===== config.mk =====
export PLATFORM = sky130hd
export DESIGN_NAME = bah_hash
export DESIGN_NICKNAME = d
export VERILOG_FILES = /design/src/sv/bah_pkg.sv /design/src/sv/bah_hash.sv
export SDC_FILE = /design/constraint.sdc
export NUM_CORES = 2
export LEC_CHECK = 0
export BUFFER_PORTS_ARGS = -buffer_cell sky130_fd_sc_hd__buf_2
export CORE_MARGIN = 1
export CORE_UTILIZATION = 66
export CTS_CLUSTER_SIZE = 8
export DETAILED_ROUTE_END_ITERATION = 12
export PLACE_DENSITY = 0.95
export SKIP_CTS_REPAIR_TIMING = 1
export SKIP_LAST_GASP = 1
export SYNTH_ARGS = -nofsm -noshare
export SYNTH_HDL_FRONTEND = slang
export SYNTH_SLANG_ARGS = --single-unit
export TNS_END_PERCENT = 100

===== constraint.sdc =====
create_clock -name clk -period 12.1 [get_ports clk]
set_input_delay 1.21 -clock clk [delete_from_list [all_inputs] [get_ports clk]]
set_output_delay 1.21 -clock clk [all_outputs]
set_load 0.01 [all_outputs]

===== src/sv/bah_pkg.sv =====
// Shared types and codes of the bucketed address hash set.
package bah_pkg;

  localparam logic [1:0] REQ_LOOKUP = 2'd0;
  localparam logic [1:0] REQ_INSERT = 2'd1;
  localparam logic [1:0] REQ_CLEAR  = 2'd2;

  localparam logic [1:0] ST_INSERTED = 2'd0;
  localparam logic [1:0] ST_PRESENT  = 2'd1;
  localparam logic [1:0] ST_FULL     = 2'd2;
  localparam logic [1:0] ST_NONE     = 2'd3;

  localparam logic [31:0] HASH_MULT = 32'd2654435761;

  typedef struct packed {
    logic [1:0]  req_type;
    logic [63:0] address;
  } request_t;

  typedef struct packed {
    logic       found;
    logic [1:0] insert_status;
  } result_t;

endpackage


===== src/sv/bah_hash.sv =====
// Iterative bucket hash: one shared 32x32 multiplier serves the hash and the remainder.
module bah_hash #(
  parameter int BUCKETS = 1024,
  localparam int BW = (BUCKETS > 1) ? $clog2(BUCKETS) : 1
) (
  input  logic          clk,
  input  logic          rst,
  input  logic          start,
  input  logic [63:0]   address,
  output logic          done,
  output logic [BW-1:0] bucket
);
  import bah_pkg::*;

  localparam bit IS_POW2 = ((BUCKETS & (BUCKETS - 1)) == 0);
  // Scaled reciprocal of the bucket count, used only when the count is not a power of two.
  localparam logic [63:0] RECIP_WIDE = 64'h1_0000_0000 / 64'(BUCKETS);
  localparam logic [31:0] RECIP      = RECIP_WIDE[31:0];
  localparam logic [31:0] BUCKETS_W  = 32'(BUCKETS);

  localparam logic [2:0] H_IDLE = 3'd0;
  localparam logic [2:0] H_LO   = 3'd1;
  localparam logic [2:0] H_HI   = 3'd2;
  localparam logic [2:0] H_MQ   = 3'd3;
  localparam logic [2:0] H_MR   = 3'd4;
  localparam logic [2:0] H_MFIX = 3'd5;
  localparam logic [2:0] H_DONE = 3'd6;

  logic [2:0]    hstate;
  logic [63:0]   a;
  logic [63:0]   h;
  logic [BW-1:0] r;
  logic [1:0]    k;
  logic [31:0]   q;
  logic [31:0]   t;

  logic [31:0]   x;
  logic [31:0]   mul_a;
  logic [31:0]   mul_b;
  logic [63:0]   prod;
  logic [31:0]   t_red;

  // The remainder is taken sixteen bits at a time: the running remainder is below the
  // bucket count, so the partial dividend fits in 32 bits and the quotient estimate
  // from the reciprocal is low by at most one.
  assign x = {16'(r), h[63:48]};

  always_comb begin
    unique case (hstate)
      H_HI: begin
        mul_a = a[63:32];
        mul_b = HASH_MULT;
      end
      H_MQ: begin
        mul_a = x;
        mul_b = RECIP;
      end
      H_MR: begin
        mul_a = q;
        mul_b = BUCKETS_W;
      end
      default: begin
        mul_a = a[31:0];
        mul_b = HASH_MULT;
      end
    endcase
  end

  assign prod  = {32'd0, mul_a} * {32'd0, mul_b};
  assign t_red = (t >= BUCKETS_W) ? t - BUCKETS_W : t;

  assign done   = (hstate == H_DONE);
  assign bucket = IS_POW2 ? (h[BW-1:0] & BW'(BUCKETS - 1)) : r;

  always_ff @(posedge clk) begin
    if (rst) begin
      hstate <= H_IDLE;
    end else begin
      unique case (hstate)
        H_IDLE: begin
          if (start) begin
            a      <= address;
            hstate <= H_LO;
          end
        end
        H_LO: begin
          h      <= prod;
          hstate <= H_HI;
        end
        H_HI: begin
          // Only the low word of the high partial product survives the 64-bit wrap.
          h <= {h[63:32] + prod[31:0], h[31:0]};
          r <= '0;
          k <= '0;
          hstate <= IS_POW2 ? H_DONE : H_MQ;
        end
        H_MQ: begin
          q      <= prod[63:32];
          hstate <= H_MR;
        end
        H_MR: begin
          t      <= x - prod[31:0];
          hstate <= H_MFIX;
        end
        H_MFIX: begin
          r <= t_red[BW-1:0];
          h <= {h[47:0], 16'd0};
          k <= k + 2'd1;
          if (k == 2'd3) begin
            hstate <= H_DONE;
          end else begin
            hstate <= H_MQ;
          end
        end
        H_DONE: begin
          hstate <= H_IDLE;
        end
        default: begin
          hstate <= H_IDLE;
        end
      endcase
    end
  end

endmodule


==> flow_metrics.py <==
metrics = {
    "clock_network": {
        "clock_path_buffers": 2,
        "clock-sinks": 185,
        "cts_max_level": 4,
        "clock_latency_ns": 0.47,
        "clkTransAtPathRegs_ns": 0.10,
        "cts_inserted_buffers": 17,
        "cts_tree": "done",
        "cts_root_buf": "clkbuf_16",
    },
    "global_routing": {
        "grt_max_degree": 39,
        "grt_pass1_wl_mm": 143,
        "overflow": 0,
        "antenna_found_initial": 2,
        "grt_pass1_vias": 23676,
        "gr-usage-all-layers_pct": 42.4,
    },
    "placed_design": {
        "portBuffers": 77,
        "gp_congestion": 1.05,
        "place_hpwl_mm": 79.4,
    },
    "yosys": {
        "synth-seq-area-share_pct": 18.3,
        "synth_area_mm2": 0.0301,
        "synth_edf_count": 182,
        "synthAdderAreaFrac_pct": 52.8,
        "ys_warn_count": 0,
        "synth-simple-area-share_pct": 6.07,
        "postSynthCellCount": 2843,
        "ys_types": 81,
        "synth_top_family_by_area": "adder cells",
        "synth_xor_area_share_pct": 2.68,
        "ys.flop_type": "edfxtp_1",
        "synth_compound_area_share_pct": 8.90,
        "synthMuxAreaShare_pct": 0.170,
        "asyncSetResetFlopFracSynth_pct": 0,
        "avgSynthCellArea_um2": 10.6,
        "ys_ff_latch": 185,
    },
    "timing": {
        "grt_setup_unrepaired": "false",
        "fin_tns_setup_ns": 0,
        "drv_slew": 0,
        "fin_crit_ns": 10.98,
        "post-route-period-util_pct": 90.7,
        "relSlewSlack_pct": 14.0,
        "timing.hold.ws_ns": 0.516,
        "fmax_mhz": 91.1,
        "worst_slew_pin_slew_ns": 1.28,
        "hold_viol": 0,
        "setup_viol": 0,
        "finClkSkew_ns": 0.0242,
    },
    "floorplanning": {
        "die_y_um": 216,
        "core-area_mm2": 0.0446,
        "ios": 78,
        "die_w_um": 216,
        "dieArea_mm2": 0.0465,
        "placementRows": 77,
        "initial_utilization_pct": 67.5,
    },
    "final_layout": {
        "mostFrequentLayoutCells": "inv_1, fa_1, ha_1, edfxtp_1, a21oi_1",
        "num-nets-final": 3942,
        "multi_input_area_mm2": 0.0213,
        "fin_util_pct": 71.6,
        "synthToLayoutAreaGrowth_pct": 6.04,
        "drive_above_1_share_pct": 6.63,
        "final_common_cell": "inv_1",
        "antenna_cells": 0,
        "ff_latch_area_mm2": 0.00553,
        "fillerInstances": 3081,
    },
    "min_path": {
        "hold_depth": 1,
        "min-delay-path-class": "reg2reg",
    },
    "worst_setup_path": {
        "crit_arrival_ns": 11.20,
        "r2r.worst_path.cells": 38,
        "path_class": "reg2reg",
        "cp_max_fo": 35,
        "cpMostUsedCell": "fa_1",
        "cp_slowest_cell": "dfxtp_1",
        "end_kind": "flip-flop",
        "cpPeakStageDelay_ns": 0.72,
        "required_ns": 12.32,
        "start_kind": "flip-flop",
    },
    "routing": {
        "vias": 21797,
        "post-route-drc-count": 0,
        "wl_per_cell_um": 26.7,
        "drt_pass1_iterations": 5,
        "vias_per_cell": 6.19,
        "dr.first_iter.drc_count": 2435,
        "antenna_left": 0,
        "wirelength_mm": 93.9,
    },
    "run": {
        "cap_violations": 0,
    },
    "run_status": {
        "status": "complete, no violations",
    },
}
## logic make-up (layout without fill, tap and decap cells)
group                      after synthesis  count (layout)
buffers and inverters                  868             948
and+or+nand+nor                        345             345
muxes                                    5               5
AOI/OAI and AO/OA                      385             385
DFF                                    185             185
xor gates and xnor gates                92              92
adders and majority gates              961             961
other                                    2               7
## layer usage
metal  GRT usage [%]  routed length, um
met1            53.4              34100
met2            64.7              41900
met3            13.0              11200
met4            25.2               6640
met5               0                 29
## worst max-delay path: cells and delay by family (launching register included)
kind,cells,cell delay (ns)
AND/OR/NAND/NOR,6,1.61
AO/OA/AOI/OAI,15,3.56
XOR/XNOR,2,0.48
buffers and inverters,5,0.52
flip-flops,1,0.72
adder cells (fa/ha/maj),10,3.85
## area by class of cell
type	instances	area share, %
Sequential cell	185	17.3
Clock buffer	17	1.33
Multi-Input combinational cell	1795	66.8
Timing Repair Buffer	121	2.24
Clock inverter	15	0.627
Inverter	795	9.34
Tap cell	592	2.32
## per-stage QoR
step / instance area, um^2 / instances / worst slack (ns)
after detailed placement: 31300 / 3488 / 1.50
after global routing: 31900 / 3520 / 0.725
final: 31900 / 3520 / 1.12
after CTS: 31900 / 3520 / 1.36
after global placement: 31300 / 3488 / 1.63
after floorplan: 30100 / 2848 / 2.70
## path summary, 6_finish.rpt
path                            startpoint  endpoint  slack (ns)
worst max-delay path             hstate[0]     h[63]        1.12
worst min-delay path                  t[9]      r[9]        0.52
worst max register to register   hstate[0]     h[63]        1.12
worst min register to register        t[9]      r[9]        0.52
## cell usage after synthesis, types with 16 or more instances
cell type	n	area, um^2
a21o_1	43	323
a21oi_1	94	470
a221o_1	18	180
a22o_1	36	315
a22oi_1	24	180
and2_1	71	444
clkbuf_1	49	184
edfxtp_1	182	5470
fa_1	517	10300
ha_1	443	5540
inv_1	794	2980
nand2_1	79	297
nand2b_1	16	100
nand3_1	16	80.1
nand4_1	24	150
nor2_1	64	240
nor2b_1	16	100
o21ai_0	62	310
o21bai_1	21	158
xnor2_1	52	455
xor2_1	40	350
## state kept, by name, summed over array words and instances, names as in the netlist
signal / cells
k: 2
h: 64
q: 32
hstate: 3
a: 64
r: 10
t: 10
Power is not shown: default switching activity piles up to over one toggle a cycle in this logic, so the estimate is an artifact.
